--- config.mk ---
export PLATFORM = sky130hd
export DESIGN_NAME = eth_ipv4_l4_header_parser
export DESIGN_NICKNAME = d
export VERILOG_FILES = /design/src/eip_pkg.sv /design/src/eip_field_capture.sv /design/src/eip_result_calc.sv /design/src/eth_ipv4_l4_header_parser.sv
export SDC_FILE = /design/constraint.sdc
export NUM_CORES = 1
export LEC_CHECK = 0
export BUFFER_PORTS_ARGS = -buffer_cell sky130_fd_sc_hd__buf_4
export CORE_MARGIN = 4
export CORE_UTILIZATION = 45
export CTS_CLUSTER_DIAMETER = 200
export DETAILED_ROUTE_END_ITERATION = 10
export GPL_TIMING_DRIVEN = 0
export PLACE_DENSITY = 0.66
export SYNTH_ARGS = -nofsm -noshare
export SYNTH_HDL_FRONTEND = slang
export SYNTH_SLANG_ARGS = --single-unit
--- constraint.sdc ---
create_clock -name clk -period 8.3 [get_ports clk]
set_input_delay 0.415 -clock clk [delete_from_list [all_inputs] [get_ports clk]]
set_output_delay 0.415 -clock clk [all_outputs]
set_load 0.03 [all_outputs]
--- src/eip_pkg.sv ---
`timescale 1ns / 1ps
// ----------------------------------------------------------------------------
// eip_pkg
// Shared constants, codes and types of the Ethernet/IPv4/L4 header parser.
// ----------------------------------------------------------------------------
`default_nettype none

package eip_pkg;

  localparam int unsigned IDX_W = 16;

  // Bytes beyond this count in one frame are ignored.
  localparam logic [IDX_W-1:0] MAX_FRAME_BYTES = 16'd65535;

  localparam logic [IDX_W-1:0] ETH_HDR_BYTES  = 16'd14;
  localparam logic [15:0]      ETHERTYPE_IPV4 = 16'h0800;
  localparam logic [IDX_W-1:0] IP_MIN_HDR     = 16'd20;
  localparam logic [IDX_W-1:0] TCP_MIN_HDR    = 16'd20;
  localparam logic [IDX_W-1:0] UDP_HDR        = 16'd8;
  localparam logic [7:0]       PROTO_TCP      = 8'd6;
  localparam logic [7:0]       PROTO_UDP      = 8'd17;
  localparam logic [3:0]       IP_VERSION_4   = 4'd4;

  // Frame byte positions of the captured header fields.
  localparam logic [IDX_W-1:0] POS_ETYPE_HI  = 16'd12;
  localparam logic [IDX_W-1:0] POS_ETYPE_LO  = 16'd13;
  localparam logic [IDX_W-1:0] POS_VER_LEN   = 16'd14;
  localparam logic [IDX_W-1:0] POS_TLEN_HI   = 16'd16;
  localparam logic [IDX_W-1:0] POS_TLEN_LO   = 16'd17;
  localparam logic [IDX_W-1:0] POS_PROTOCOL  = 16'd23;
  localparam logic [IDX_W-1:0] POS_SRC_FIRST = 16'd26;
  localparam logic [IDX_W-1:0] POS_SRC_LAST  = 16'd29;
  localparam logic [IDX_W-1:0] POS_DST_FIRST = 16'd30;
  localparam logic [IDX_W-1:0] POS_DST_LAST  = 16'd33;
  localparam logic [IDX_W-1:0] L4_PORT_BYTES = 16'd4;
  localparam logic [IDX_W-1:0] L4_TCP_DOFF   = 16'd12;

  localparam logic [2:0] STATUS_OK        = 3'd0;
  localparam logic [2:0] STATUS_SHORT_ETH = 3'd1;
  localparam logic [2:0] STATUS_NOT_IPV4  = 3'd2;
  localparam logic [2:0] STATUS_BAD_IP    = 3'd3;
  localparam logic [2:0] STATUS_OTHER     = 3'd4;
  localparam logic [2:0] STATUS_BAD_L4    = 3'd5;

  localparam logic [1:0] KIND_NONE = 2'd0;
  localparam logic [1:0] KIND_TCP  = 2'd1;
  localparam logic [1:0] KIND_UDP  = 2'd2;

  // Header fields of one complete frame, as captured at its last byte.
  typedef struct packed {
    logic [IDX_W-1:0] frame_len;
    logic [15:0]      ether_kind;
    logic [7:0]       ip_ver_len;
    logic [15:0]      ip_total_len;
    logic [7:0]       ip_protocol;
    logic [31:0]      src_addr;
    logic [31:0]      dst_addr;
    logic [31:0]      port_pair;
    logic [7:0]       tcp_offset_byte;
  } frame_info_t;

  typedef struct packed {
    logic [2:0]  status;
    logic [1:0]  l4_kind;
    logic [31:0] src_addr;
    logic [31:0] dst_addr;
    logic [15:0] l4_sport;
    logic [15:0] l4_dport;
    logic [15:0] payload_offset;
    logic [15:0] payload_length;
  } parse_result_t;

endpackage

`default_nettype wire

--- src/eip_field_capture.sv ---
`timescale 1ns / 1ps
// ----------------------------------------------------------------------------
// eip_field_capture
// Tracks the byte position in the frame, captures the header fields and
// holds a snapshot of them once the last byte of a frame has been taken.
// ----------------------------------------------------------------------------
`default_nettype none

module eip_field_capture (
  input  wire logic                 clk,
  input  wire logic                 rst_n,
  input  wire logic                 take,
  input  wire logic [7:0]           data_byte,
  input  wire logic                 last_byte,
  input  wire logic                 snap_pop,
  output logic                      snap_valid,
  output eip_pkg::frame_info_t      snap
);
  import eip_pkg::*;

  frame_info_t      st_r, st_nxt, upd;
  frame_info_t      snap_r, snap_nxt;
  logic             snap_valid_r, snap_valid_nxt;
  logic [IDX_W-1:0] idx;
  logic [IDX_W-1:0] l4_start;
  logic [IDX_W-1:0] l4_rel;
  logic             taking;
  logic             frame_end;

  assign idx      = st_r.frame_len;
  assign taking   = take && (idx < MAX_FRAME_BYTES);
  assign frame_end = take && last_byte;
  // Transport byte positions follow the header length as it stands now.
  assign l4_start = ETH_HDR_BYTES + {10'd0, st_r.ip_ver_len[3:0], 2'b00};
  assign l4_rel   = idx - l4_start;

  always_comb begin
    upd = st_r;
    if (taking) begin
      upd.frame_len = idx + 16'd1;
      if (idx == POS_ETYPE_HI || idx == POS_ETYPE_LO) begin
        upd.ether_kind = {st_r.ether_kind[7:0], data_byte};
      end else if (idx == POS_VER_LEN) begin
        upd.ip_ver_len = data_byte;
      end else if (idx == POS_TLEN_HI || idx == POS_TLEN_LO) begin
        upd.ip_total_len = {st_r.ip_total_len[7:0], data_byte};
      end else if (idx == POS_PROTOCOL) begin
        upd.ip_protocol = data_byte;
      end else if (idx >= POS_SRC_FIRST && idx <= POS_SRC_LAST) begin
        upd.src_addr = {st_r.src_addr[23:0], data_byte};
      end else if (idx >= POS_DST_FIRST && idx <= POS_DST_LAST) begin
        upd.dst_addr = {st_r.dst_addr[23:0], data_byte};
      end
      if (idx > POS_VER_LEN && idx >= l4_start) begin
        if (l4_rel < L4_PORT_BYTES) begin
          case (l4_rel[1:0])
            2'd0:    upd.port_pair[31:24] = data_byte;
            2'd1:    upd.port_pair[23:16] = data_byte;
            2'd2:    upd.port_pair[15:8]  = data_byte;
            default: upd.port_pair[7:0]   = data_byte;
          endcase
        end else if (l4_rel == L4_TCP_DOFF) begin
          upd.tcp_offset_byte = data_byte;
        end
      end
    end
  end

  always_comb begin
    st_nxt         = frame_end ? '0 : upd;
    snap_nxt       = frame_end ? upd : snap_r;
    snap_valid_nxt = frame_end ? 1'b1 : (snap_pop ? 1'b0 : snap_valid_r);
  end

  always_ff @(posedge clk) begin
    if (!rst_n) begin
      st_r         <= '0;
      snap_valid_r <= 1'b0;
    end else begin
      st_r         <= st_nxt;
      snap_valid_r <= snap_valid_nxt;
    end
  end

  always_ff @(posedge clk) begin
    snap_r <= snap_nxt;
  end

  assign snap_valid = snap_valid_r;
  assign snap       = snap_r;

endmodule

`default_nettype wire

--- src/eip_result_calc.sv ---
`timescale 1ns / 1ps
// ----------------------------------------------------------------------------
// eip_result_calc
// Checks the captured header fields of one frame and works out the status,
// transport kind, ports and payload position.
// ----------------------------------------------------------------------------
`default_nettype none

module eip_result_calc (
  input  wire eip_pkg::frame_info_t info,
  output eip_pkg::parse_result_t    res
);
  import eip_pkg::*;

  logic [IDX_W-1:0] rem;
  logic [IDX_W-1:0] ihl;
  logic [IDX_W-1:0] span;
  logic [IDX_W-1:0] l4_room;
  logic [IDX_W-1:0] l4_start;
  logic [IDX_W-1:0] doff;
  logic             ip_bad;

  always_comb begin
    rem      = info.frame_len - ETH_HDR_BYTES;
    ihl      = {10'd0, info.ip_ver_len[3:0], 2'b00};
    doff     = {10'd0, info.tcp_offset_byte[7:4], 2'b00};
    // The total length limits the span only when it is set and fits the capture.
    span     = (info.ip_total_len != 16'd0 && info.ip_total_len <= rem) ?
               info.ip_total_len : rem;
    l4_room  = span - ihl;
    l4_start = ETH_HDR_BYTES + ihl;
    ip_bad   = (rem < IP_MIN_HDR) || (info.ip_ver_len[7:4] != IP_VERSION_4) ||
               (ihl < IP_MIN_HDR) || (ihl > rem);

    res = '0;
    if (info.frame_len < ETH_HDR_BYTES) begin
      res.status = STATUS_SHORT_ETH;
    end else if (info.ether_kind != ETHERTYPE_IPV4) begin
      res.status = STATUS_NOT_IPV4;
    end else if (ip_bad) begin
      res.status = STATUS_BAD_IP;
    end else begin
      res.src_addr = info.src_addr;
      res.dst_addr = info.dst_addr;
      if (ihl > span) begin
        res.status = STATUS_BAD_IP;
      end else if (info.ip_protocol == PROTO_TCP) begin
        if (l4_room < TCP_MIN_HDR) begin
          res.status = STATUS_BAD_L4;
        end else begin
          res.l4_kind  = KIND_TCP;
          res.l4_sport = info.port_pair[31:16];
          res.l4_dport = info.port_pair[15:0];
          if (doff < TCP_MIN_HDR || doff > l4_room) begin
            res.status = STATUS_BAD_L4;
          end else begin
            res.payload_offset = l4_start + doff;
            res.payload_length = l4_room - doff;
          end
        end
      end else if (info.ip_protocol == PROTO_UDP) begin
        if (l4_room < UDP_HDR) begin
          res.status = STATUS_BAD_L4;
        end else begin
          res.l4_kind        = KIND_UDP;
          res.l4_sport       = info.port_pair[31:16];
          res.l4_dport       = info.port_pair[15:0];
          res.payload_offset = l4_start + UDP_HDR;
          res.payload_length = l4_room - UDP_HDR;
        end
      end else begin
        res.status = STATUS_OTHER;
      end
    end
  end

endmodule

`default_nettype wire

--- src/eth_ipv4_l4_header_parser.sv ---
`timescale 1ns / 1ps
// ----------------------------------------------------------------------------
// eth_ipv4_l4_header_parser
// Streams a captured Ethernet frame byte by byte and reports the IPv4 and
// TCP/UDP header summary of the frame once its last byte is accepted.
// ----------------------------------------------------------------------------
// Usage:
// The input channel (in_valid/in_ready) carries one frame byte per request,
// with in_last_byte set on the final byte of each frame. The result channel
// (out_valid/out_ready) carries one request per frame: status, transport
// kind, addresses, ports and the payload offset and length.
// Throughput is one byte per cycle while in_ready stays high. The result of a
// frame passes through the frame snapshot register and then the result
// register after its last byte is accepted.
// Bytes beyond 65535 in one frame are ignored.
// Synchronous active-low reset clears the byte counter, the captured fields
// and both valid flags; the next accepted byte starts a new frame.
// When the receiver stalls, the result register holds its request and bytes
// keep flowing until a second finished frame waits in the snapshot register;
// in_ready then drops until the result register is taken.
// ----------------------------------------------------------------------------
`default_nettype none

module eth_ipv4_l4_header_parser (
  input  wire logic        clk,
  input  wire logic        rst_n,
  input  wire logic        in_valid,
  output logic             in_ready,
  input  wire logic [7:0]  in_data_byte,
  input  wire logic        in_last_byte,
  output logic             out_valid,
  input  wire logic        out_ready,
  output logic [2:0]       out_status,
  output logic [1:0]       out_l4_kind,
  output logic [31:0]      out_src_addr,
  output logic [31:0]      out_dst_addr,
  output logic [15:0]      out_src_port_out,
  output logic [15:0]      out_dst_port_out,
  output logic [15:0]      out_payload_offset,
  output logic [15:0]      out_payload_length
);
  import eip_pkg::*;

  frame_info_t   snap;
  parse_result_t calc_res;
  parse_result_t res_r, res_nxt;
  logic          snap_valid;
  logic          snap_pop;
  logic          take;
  logic          out_valid_r, out_valid_nxt;

  assign snap_pop = snap_valid && (!out_valid_r || out_ready);
  assign in_ready = !snap_valid || snap_pop;
  assign take     = in_valid && in_ready;

  eip_field_capture u_capture (
    .clk        (clk),
    .rst_n      (rst_n),
    .take       (take),
    .data_byte  (in_data_byte),
    .last_byte  (in_last_byte),
    .snap_pop   (snap_pop),
    .snap_valid (snap_valid),
    .snap       (snap)
  );

  eip_result_calc u_calc (
    .info (snap),
    .res  (calc_res)
  );

  always_comb begin
    res_nxt       = snap_pop ? calc_res : res_r;
    out_valid_nxt = snap_pop ? 1'b1 : (out_ready ? 1'b0 : out_valid_r);
  end

  always_ff @(posedge clk) begin
    if (!rst_n) begin
      out_valid_r <= 1'b0;
    end else begin
      out_valid_r <= out_valid_nxt;
    end
  end

  always_ff @(posedge clk) begin
    res_r <= res_nxt;
  end

  assign out_valid          = out_valid_r;
  assign out_status         = res_r.status;
  assign out_l4_kind        = res_r.l4_kind;
  assign out_src_addr       = res_r.src_addr;
  assign out_dst_addr       = res_r.dst_addr;
  assign out_src_port_out   = res_r.l4_sport;
  assign out_dst_port_out   = res_r.l4_dport;
  assign out_payload_offset = res_r.payload_offset;
  assign out_payload_length = res_r.payload_length;

`ifndef NO_ASSERTIONS
  // A last byte always lands in the snapshot register.
  a_last_snapped: assert property (@(posedge clk) disable iff (!rst_n)
    take && in_last_byte |=> snap_valid)
    else $error("last byte accepted without a frame snapshot");

  // Payload position is reported only for frames that parse cleanly.
  a_payload_only_ok: assert property (@(posedge clk) disable iff (!rst_n)
    out_valid && out_status != STATUS_OK |->
      out_payload_offset == 16'd0 && out_payload_length == 16'd0)
    else $error("payload position given for a failed frame");

  // Without a transport kind there are no ports.
  a_ports_need_kind: assert property (@(posedge clk) disable iff (!rst_n)
    out_valid && out_l4_kind == KIND_NONE |->
      out_src_port_out == 16'd0 && out_dst_port_out == 16'd0)
    else $error("ports reported without a transport kind");

  // A clean frame always names its transport.
  a_ok_has_kind: assert property (@(posedge clk) disable iff (!rst_n)
    out_valid && out_status == STATUS_OK |-> out_l4_kind != KIND_NONE)
    else $error("ok status without a transport kind");

  // A stalled result is never overwritten by the next snapshot.
  a_no_overwrite: assert property (@(posedge clk) disable iff (!rst_n)
    out_valid && !out_ready |-> !snap_pop)
    else $error("snapshot moved into a stalled result register");
`endif

endmodule

`default_nettype wire

Yosys cells after proc, flatten, opt, wreduce, memory -nomap -nowiden
Cells that the tools add are included.
{"block": "totals", "out_inout_bits": 135, "ff_bits": 471, "wordCells": 138, "input_bits": 13}
{"block": "classes", "bitwise": 1, "eq_ne": 13, "n_reduce_logical": 26, "n_lt_le_gt_ge": 18, "addsub": 10, "n_mux": 41}
{"op": "two-way mux 64 bit", "n": 5}
{"op": "two-way mux 168 bit", "n": 1}
{"op": "two-way mux 32 bit", "n": 5}
{"op": "two-way mux 96 bit", "n": 1}
{"op": "two-way mux 88 bit", "n": 1}
{"op": "two-way mux 72 bit", "n": 1}
{"op": "== test 16 x 4 -> 1 bit (second input constant)", "n": 4}
{"op": "two-way mux 8 bit", "n": 8}
{"op": "== test 16 x 5 -> 1 bit (second input constant)", "n": 3}
{"op": "greater-than comparator 6 x 16 -> 1 bit", "n": 3}
{"op": "two-way mux 16 bit", "n": 3}
{"op": "two-way mux 40 bit", "n": 1}
{"op": ">= comparator 16 x 5 -> 1 bit (second input constant)", "n": 2}
{"op": "< comparator 16 x 4 -> 1 bit (second input constant)", "n": 2}
{"op": "< comparator 16 x 5 -> 1 bit (second input constant)", "n": 2}
{"op": "subtractor 16 x 4 -> 16 bit (second input constant)", "n": 2}
{"op": "subtractor 16 x 6 -> 16 bit", "n": 2}
{"op": "adder 16 x 1 -> 16 bit (second input constant)", "n": 1}
{"op": "adder 16 x 4 -> 16 bit (second input constant)", "n": 1}
{"op": "adder 16 x 6 -> 16 bit", "n": 1}
{"op": ">= comparator 16 bit", "n": 1}
{"op": "greater-than comparator 16 x 4 -> 1 bit (second input constant)", "n": 1}
{"op": "<= comparator 16 bit", "n": 1}
{"op": "<= comparator 16 x 5 -> 1 bit (second input constant)", "n": 1}
{"op": "other kinds (26)", "n": 56}

Logic depth before layout (Yosys ltp)
Gate-level depths: netlist (run 1).
{"block": "logic_depth", "word_depth": 13, "depth_mapped": 32, "depth_no_buf": 28}

Modules after synthesis
From an unflattened synthesis (run 1), not the netlist that was laid out.
{"block": "unflattened", "cells_unflattened": 1741, "area_unflattened_um2": 20941.3}
{"mod": "eip_field_capture", "seq_area_each_um2": 8428.1, "n_inst": 1, "area_each_um2": 13032.5, "cells_each": 1021}
{"mod": "eth_ipv4_l4_header_parser", "seq_area_each_um2": 4013.8, "n_inst": 1, "area_each_um2": 4052.6, "cells_each": 139}
{"mod": "eip_result_calc", "seq_area_each_um2": 0.0, "n_inst": 1, "area_each_um2": 3856.2, "cells_each": 581}

Worst setup path before layout (run 1)
OpenSTA, ideal clock, no wires.
{"block": "synth_path", "path_kind": "register to register", "from": "reg u_capture.snap_r, in the netlist u_capture.snap[153]", "to": "reg res_r, in the netlist out_dst_port_out[0] (data pin)", "t_required_ns": 8.045, "path_slack_ns": 1.180, "t_arrival_ns": 6.865, "stages_incl_launch_ff": 32, "n_path_buf": 5, "period_less_slack_ns": 7.120, "setup_time_ns": 0.255, "path_cell_list": "edfxtp_1 ha_1 buf_2 a211o_1 or4_1 nand2_1 inv_1 ha_1 a31o_2 a21oi_1 o21ai_0 o211a_2 o31ai_4 nand2_1 clkbuf_1 buf_1 a21oi_1 inv_1 fa_1 nand2b_1 a21oi_1 clkbuf_1 o21ai_0 a211o_1 nand2_1 nand3_1 o21ai_1 and3_2 a21boi_2 o21ba_4 buf_6 and2_1"}
{"block": "synth_via", "elab_chain_cells": 9, "word_cells_on_any_way": 19, "classes_between": "add/sub: 2; order compare: 7; mux: 5; reduce/logical: 5"}
{"item": "from (decl)", "line_no": "eip_field_capture.sv:22", "text": "frame_info_t snap_r, snap_nxt;"}
{"item": "from (signal assigned)", "line_no": "eip_field_capture.sv:86", "text": "snap_r <= snap_nxt;"}
{"item": "subtractor 16 x 4 -> 16 bit", "line_no": "eip_result_calc.sv:24", "text": "rem = info.frame_len - ETH_HDR_BYTES;"}
{"item": "<= comparator 16 bit", "line_no": "eip_result_calc.sv:28", "text": "span = (info.ip_total_len != 16'd0 && info.ip_total_len <= rem) ?"}
{"item": "logical AND 1 bit", "line_no": "eip_result_calc.sv:28"}
{"item": "two-way mux 16 bit", "line_no": "eip_result_calc.sv:28"}
{"item": "subtractor 16 x 6 -> 16 bit", "line_no": "eip_result_calc.sv:30", "text": "l4_room = span - ihl;"}
{"item": "< comparator 16 x 4 -> 1 bit", "line_no": "eip_result_calc.sv:62", "text": "if (l4_room < UDP_HDR) begin"}
{"item": "two-way mux 64 bit", "line_no": "eip_result_calc.sv:62"}
{"item": "two-way mux 64 bit", "line_no": "eip_result_calc.sv:61", "text": "end else if (info.ip_protocol == PROTO_UDP) begin"}
{"item": "two-way mux 64 bit", "line_no": "eip_result_calc.sv:47", "text": "end else if (info.ip_protocol == PROTO_TCP) begin"}
{"item": "to (signal assigned)", "line_no": "eth_ipv4_l4_header_parser.sv:86", "text": "res_r <= res_nxt;"}
{"item": "to (decl)", "line_no": "eth_ipv4_l4_header_parser.sv:46", "text": "parse_result_t res_r, res_nxt;"}
Several ways; a longest one is shown, not always the timed one.
A chain may end at the register's enable or synchronous reset.

Final worst setup path (run 1)
{"block": "layout_path", "from": "reg u_capture.snap_r, in the netlist u_capture.snap[154]", "to": "reg res_r, in the netlist out_src_port_out[2] (data pin)"}
The elaborated chain is that of the path after synthesis.

==> flow_summary_export.csv, run 1 <==
group,metric,value,unit
layout,final_core_utilization,53.6,%
synthesis,synth.ff_latch_count,454,
synthesis,yosysTopAreaCellShare,43.8,%
synthesis,synth_area_leader_cell,"edfxtp_1",
die,core,43300,um2
sta,drv_slew,0,
synthesis,yosysMostFrequentCell,"edfxtp_1",
die,start_util,45.7,%
clock_network,clk_latency,580,ps
drt,viasPerCell,5.20,
global_routing,grt_usage,18.3,%
die,die_h,218,um
clock_network,cts_buffers,47,
sta,relSlewSlack,3.34,%
sta,worst_slew_pin_slew,1440,ps
clock_network,clock_sinks,454,
placed_design,dp_slack,-646,ps
sta,grt_setup_unrepaired,"yes",
die,ios,148,
worst_setup_path,cp_max_fo,10,
sta,finalHoldViolCount,0,
worst_setup_path,cp_slowest_stage_delay,540,ps
sta,setup-violations-final,0,
placed_design,dpl.hpwl,30.6,mm
worst_setup_path,worstPathRequired,8620,ps
global_routing,grt_pass1_wl,68.2,mm
clock_network,ctsHtreeMaxLevel,2,
drt,drcViolationCount,0,
power,power_density,205,nW/um2
worst_setup_path,cpMaxStageDelayCell,"or4_1",
worst_setup_path,critical_path_class,"reg2reg",
drt,drtIter0Drc,696,
drt,drt-total-wl,44.0,mm
sta,clock_skew,20.4,ps
global_routing,grt_overflow,0,
worst_setup_path,cp-start-kind,"flip-flop",
power,p_total,0.00476,W
synthesis,synth.distinct_cells,85,
sta,max_freq,0.127,GHz
synthesis,ys.flop_type,"edfxtp_1",
power,p_leak,8.96,nW
placed_design,port_buffers,134,
flow_run,maxCapViolCount,0,
synthesis,synthTopCellsByCount,"288 x edfxtp_1, 175 x nor2b_1, 166 x dfxtp_1",
layout,drive_gt1_share,23.2,%
worst_setup_path,end_kind,"flip-flop",
drt,antenna_left,0,
synthesis,async_flop_share,0,%
placed_design,routabilityCongestion,0.877,
global_routing,grt_max_degree,101,
synthesis,synth_cells,1543,
layout,area_growth,17.4,%
layout,multi_input_area,7380,um2
drt,dr.pass1.iters,5,
drt,wire_per_inst,18.6,um
sta,whs,67.7,ps
sta,finalCritPeriodShare,94.8,%
clock_network,clk_path_buf_depth,3,
power,peakVddDrop,0.155,mV
clock_network,cts-root-buf,"clkbuf_16",
synthesis,syn_avg_cell_area,12.8,um2
layout,fillCellCount,3641,
synthesis,synth_edf_count,288,
die,die_w,218,um
layout,final_nets,1804,
die,rows,76,
synthesis,synth_area,19800,um2
layout,stdcell_area,23200,um2
outcome,outcome,"completed",
drt,vias,12297,
sta,setup_slack,432,ps
global_routing,antenna_found_initial,0,
worst_setup_path,cpMostUsedCell,"nand2_1",
global_routing,grt_pass1_vias,12260,
die,die_area,47300,um2
clock_network,clkTransAtPathRegs,60,ps
min_path,hp-class,"in2reg",
layout,regArea,12000,um2
clock_network,cts_tree,"done",
placed_design,placedInstanceArea,21600,um2
sta,finalCriticalPeriod,7870,ps
layout,n_antenna_cell,0,
synthesis,ys_warn_count,0,
synthesis,synthTopCellsByArea,"edfxtp_1 44%, dfxtp_1 17%, mux2_2 8.4%",
worst_setup_path,crit_arrival,8190,ps
synthesis,seq_area_frac_synth,60.6,%
==> where the power goes <==
group	switching (W)	internal, W	total [W]
clock	0.000852	0.00116	0.00201
sequential	0.0000160	0.00242	0.00244
combinational	0.000211	0.000100	0.000311
total	0.00108	0.00368	0.00476
==> metal layers <==
layer	up-vias	share of wire (%)	GRT usage [%]
met4	0	2.5	5.47
met3	71	5.1	3.26
met1	5991	45	24.5
met2	293	47	30.6
met5	-	0	0
li1	5942	-	-
==> cell families after synthesis <==
logic type | synth area share [%]
buf+inv | 2.56
other cells | 0.0190
flops | 60.6
compound gates | 6.22
fa+ha+maj | 3.38
mux | 8.90
simple gates | 15.3
xor+xnor | 3.05
==> layout by cell type (no fill, tap or decap), types with 5 or more instances in the layout <==
cell / netlist / layout
o31ai_1: 8 / 7
inv_1: 39 / 38
clkinv_1: 0 / 5
and3_1: 8 / 8
a31oi_1: 8 / 8
a21oi_1: 37 / 36
nor2_1: 47 / 47
nand2b_1: 7 / 7
clkbuf_16: 0 / 48
or2_2: 6 / 6
conb_1: 1 / 9
nand3_1: 24 / 24
o211ai_1: 6 / 6
mux2i_1: 8 / 8
nor3_1: 19 / 19
nand2_1: 57 / 57
clkbuf_2: 0 / 6
nor4_1: 19 / 16
o21ai_0: 26 / 26
o21bai_1: 5 / 5
mux2_2: 147 / 147
or3_1: 6 / 6
a21o_1: 12 / 12
clkbuf_1: 57 / 69
xor2_1: 22 / 22
xnor2_1: 43 / 43
ha_1: 47 / 47
clkinv_2: 0 / 5
buf_4: 11 / 147
clkbuf_8: 0 / 6
edfxtp_1: 288 / 288
nor2b_1: 175 / 174
dfxtp_1: 166 / 166
and2_1: 104 / 104
o22ai_1: 12 / 12
nand4_1: 18 / 18
==> worst max-delay path, delay by kind of cell (launching register included) <==
family	cells	cell delay, ps
adder cells (fa/ha/maj)	3	950
buffers and inverters	7	1280
AND/OR/NAND/NOR	8	1630
AO/OA/AOI/OAI	13	3290
flip-flops	1	440
==> state kept, by name (all words and copies together), names as in the netlist, 16 cells and up <==
name                cells
u_capture.snap        164
u_capture.st_r        148
out_dst_addr           32
out_src_addr           32
out_dst_port_out       16
out_payload_length     16
out_src_port_out       16
u_capture.idx          16
==> metrics by stage <==
step / setup TNS, ps / std cells
2_1_floorplan: 0 / 1551
3_3_place_gp: -146740 / 2270
3_5_place_dp: -29630 / 2274
4_1_cts: 0 / 2362
5_1_grt: -6.77 / 2364
6_report: 0 / 2364
==> area by class of cell <==
cell class / count / area share, %
Sequential cell: 454 / 51.6
Multi-Input combinational cell: 980 / 31.8
Clock buffer: 72 / 5.83
Timing Repair Buffer: 140 / 4.78
Tap cell: 585 / 3.16
Buffer: 77 / 1.58
Inverter: 40 / 0.680
Clock inverter: 16 / 0.529
==> what timing repair did <==
item,4_1_cts,5_1_grt
setup endpoints to repair,58,58
buffers inserted,0,2
hold buffers,0,0
resized for setup,7,19
==> path summary, 6_finish.rpt <==
| kind | depth (start not counted) | slack, ps | start | end |
|---|---|---|---|---|
| worst min register to register | 1 | 510 | u_capture.snap_valid | out_valid |
| worst max register to register | 31 | 430 | u_capture.snap[154] | out_src_port_out[2] |
| worst min-delay path | 2 | 70 | rst_n | out_valid |
| worst max-delay path | 31 | 430 | u_capture.snap[154] | out_src_port_out[2] |
(Power assumes the default switching activity.)
==> run 2, diff against run 1 <==
Settings changed: ABC_AREA set to 1, PLACE_DENSITY 0.66 to 0.65.
Clock period 8.3 ns to 7.4 ns, I/O delays scaled along.
==> flow_summary_export.csv, run 2 <==
group,metric,value,unit
worst_setup_path,critical_path_class,"reg2reg",
sta,final.setup.tns,0,ps
sta,clock_skew,15.2,ps
sta,drv_slew,0,
flow_run,maxCapViolCount,0,
clock_network,clk_path_buf_depth,3,
min_path,whs_path_depth,4,
min_path,hp-class,"in2reg",
min_path,hold_end,"out_valid",
sta,finalHoldViolCount,0,
worst_setup_path,cpMostUsedCell,"inv_1",
drt,drt-total-wl,45.4,mm
power,p_int,0.00425,W
worst_setup_path,rr_worst_depth,36,
worst_setup_path,regToRegSetupSlack,850,ps
clock_network,ctsHtreeMaxLevel,2,
synthesis,synth_area_leader_cell,"edfxtp_1",
worst_setup_path,cpMaxStageDelayCell,"edfxtp_1",
worst_setup_path,worstReg2RegEnd,"out_payload_offset[6]",
die,die_h,221,um
worst_setup_path,cp_max_fo,10,
placed_design,port_buffers,130,
placed_design,routabilityCongestion,0.893,
die,ios,148,
power,pwr-share-clk,43.4,%
global_routing,grt_usage,18.5,%
clock_network,cts-root-buf,"clkbuf_16",
power,peakVddDrop,0.191,mV
worst_setup_path,end_kind,"flip-flop",
clock_network,cts_setup_buffers,0,
placed_design,dpl.hpwl,33.0,mm
clock_network,cts_buffers,46,
synthesis,synth_area,20300,um2
die,die_w,221,um
power,p_total,0.00551,W
synthesis,yosysTopAreaCellShare,42.5,%
worst_setup_path,cp-start-kind,"flip-flop",
power,p_leak,11.0,nW
sta,relSlewSlack,28.2,%
synthesis,ys_warn_count,0,
layout,n_antenna_cell,0,
sta,grt_setup_unrepaired,"no",
synthesis,synthTopCellsByCount,"418 x inv_1, 358 x nand2_1, 288 x edfxtp_1",
synthesis,synth.ff_latch_count,454,
worst_setup_path,critPathBufInv,9,
drt,dr.pass1.iters,7,
sta,finalCritPeriodShare,88.6,%
outcome,outcome,"completed",
worst_setup_path,reg2reg_from,"u_capture.snap[153]",
drt,drcViolationCount,0,
layout,final_cell_mix,"418 x inv_1, 358 x nand2_1, 288 x edfxtp_1",
drt,viasPerCell,4.83,
layout,area_growth,17.5,%
synthesis,synth_edf_count,288,
clock_network,clkTransAtPathRegs,60,ps
synthesis,synth_cells,2176,
synthesis,yosysMostFrequentCell,"inv_1",
synthesis,ys.flop_type,"edfxtp_1",
synthesis,async_flop_share,0,%
worst_setup_path,worstPathRequired,7790,ps
layout,largest_reg_flops,164,
sta,max_freq,0.153,GHz
min_path,holdCritStartpoint,"out_ready",
clock_network,cts_tree,"done",
layout,drive_gt1_share,13.6,%
power,p_sw,0.00126,W
die,die_area,48600,um2
die,rows,77,
synthesis,synthTopCellsByArea,"edfxtp_1 43%, dfxtp_1 16%, inv_1 7.7%",
worst_setup_path,crit_arrival,6940,ps
layout,stdcell_area,23900,um2
clock_network,clk_latency,580,ps
global_routing,antenna_found_initial,0,
power,seqPwrFrac,49.8,%
sta,worst_slew_pin_slew,1070,ps
global_routing,grt_overflow,0,
layout,final_common_cell,"inv_1",
power,power_density,231,nW/um2
die,start_util,45.8,%
power,p_sw_share,22.8,%
global_routing,grt_max_degree,36,
drt,antenna_left,0,
layout,final_core_utilization,53.8,%
synthesis,seq_area_frac_synth,58.9,%
drt,drtIter0Drc,990,
drt,vias,14482,
synthesis,syn_avg_cell_area,9.34,um2
placed_design,placedInstanceArea,22300,um2
clock_network,clock_sinks,454,
sta,setup-violations-final,0,
global_routing,grt_pass1_wl,71.7,mm
power,combPwrFrac,6.8,%
worst_setup_path,critPathTopFamily,"simple AND/OR/NAND/NOR gates",
global_routing,grt_pass1_vias,13992,
synthesis,synth.distinct_cells,52,
worst_setup_path,cp_slowest_stage_delay,480,ps
sta,finalCriticalPeriod,6550,ps
layout,final_nets,2436,
drt,wire_per_inst,15.1,um
die,core,44400,um2
-- run 2: changes by cell type after synthesis, moves of 98 or more --
cell	delta
nand2_1	+301
inv_1	+379
and2_1	-102
mux2_2	-147
nor2b_1	-174
nor2_1	+224
o21ai_0	+98
-- run 2: cells by family (layout without fill, tap and decap cells) --
logic type               count (synthesis)  in the layout  share of synthesized area (%)
AND/OR/NAND/NOR                        843            843                           18.4
buffers and inverters                  505            730                           9.71
flip-flops                             454            454                           58.9
AO/OA/AOI/OAI                          271            271                           7.45
adder cells (fa/ha/maj)                 51             51                           3.29
XOR/XNOR                                51             51                           2.20
other                                    1              9                         0.0184
-- run 2: worst register-to-register path, delay by kind of cell (launching register included) --
kind	cells	cell delay, ps
simple gates	16	2350
buf+inv	9	760
flops	1	480
xor+xnor	1	380
compound gates	6	1070
fa+ha+maj	4	1320
-- run 2: cell type report --
type	instances	area, um2
Buffer	81	383
Inverter	424	1590
Multi-Input combinational cell	1225	6430
Tap cell	592	741
Sequential cell	454	12000
Clock inverter	30	352
Fill cell	3927	20500
Timing Repair Buffer	140	1170
Clock buffer	55	1240
-- run 2: repair_timing --
item / 4_1_cts / 5_1_grt
endpoints found under the setup margin: 0 / 0
hold endpoints to repair: 1 / 0
hold buffers: 1 / 0
gates resized for setup: 0 / 0
-- run 2: worst max path at each step --
stage,from,endpoint,depth (start not counted)
after floorplan,out_valid,out_dst_addr[0],1
after global placement,out_ready,out_payload_length[9],3
after detailed placement,u_capture.snap[153],out_payload_offset[6],36
after CTS,u_capture.snap[153],out_payload_offset[6],36
after global routing,u_capture.snap[153],out_payload_length[15],37
final,u_capture.snap[153],out_payload_offset[6],36
-- run 2: stage by stage --
stage / worst slack, ps / instances / hold slack, ps
5_1_grt: 134 / 3001 / 154
4_1_cts: 815 / 3001 / 102
3_5_place_dp: 860 / 2915 / 456
6_report: 847 / 3001 / 137
2_1_floorplan: 285 / 2184 / 444
3_3_place_gp: -2770 / 2906 / 454
-- run 2: power by group through the flow --
stage / sequential [W] / combinational (W) / clock (W)
floorplan: 0.00284 / 0.000227 / 0
global placement: 0.00282 / 0.000353 / 0
detailed placement: 0.00280 / 0.000372 / 0
CTS: 0.00275 / 0.000374 / 0.00245
global route: 0.00275 / 0.000415 / 0.00256
finish: 0.00275 / 0.000373 / 0.00239
-- run 2: layer usage --
layer	GRT usage, %	vias to the layer above	part of all wire [%]
met5	0	-	0
met4	5.24	0	2.2
met3	3.28	72	5.1
met2	30.5	321	47
met1	25.4	6753	45
li1	-	7336	-
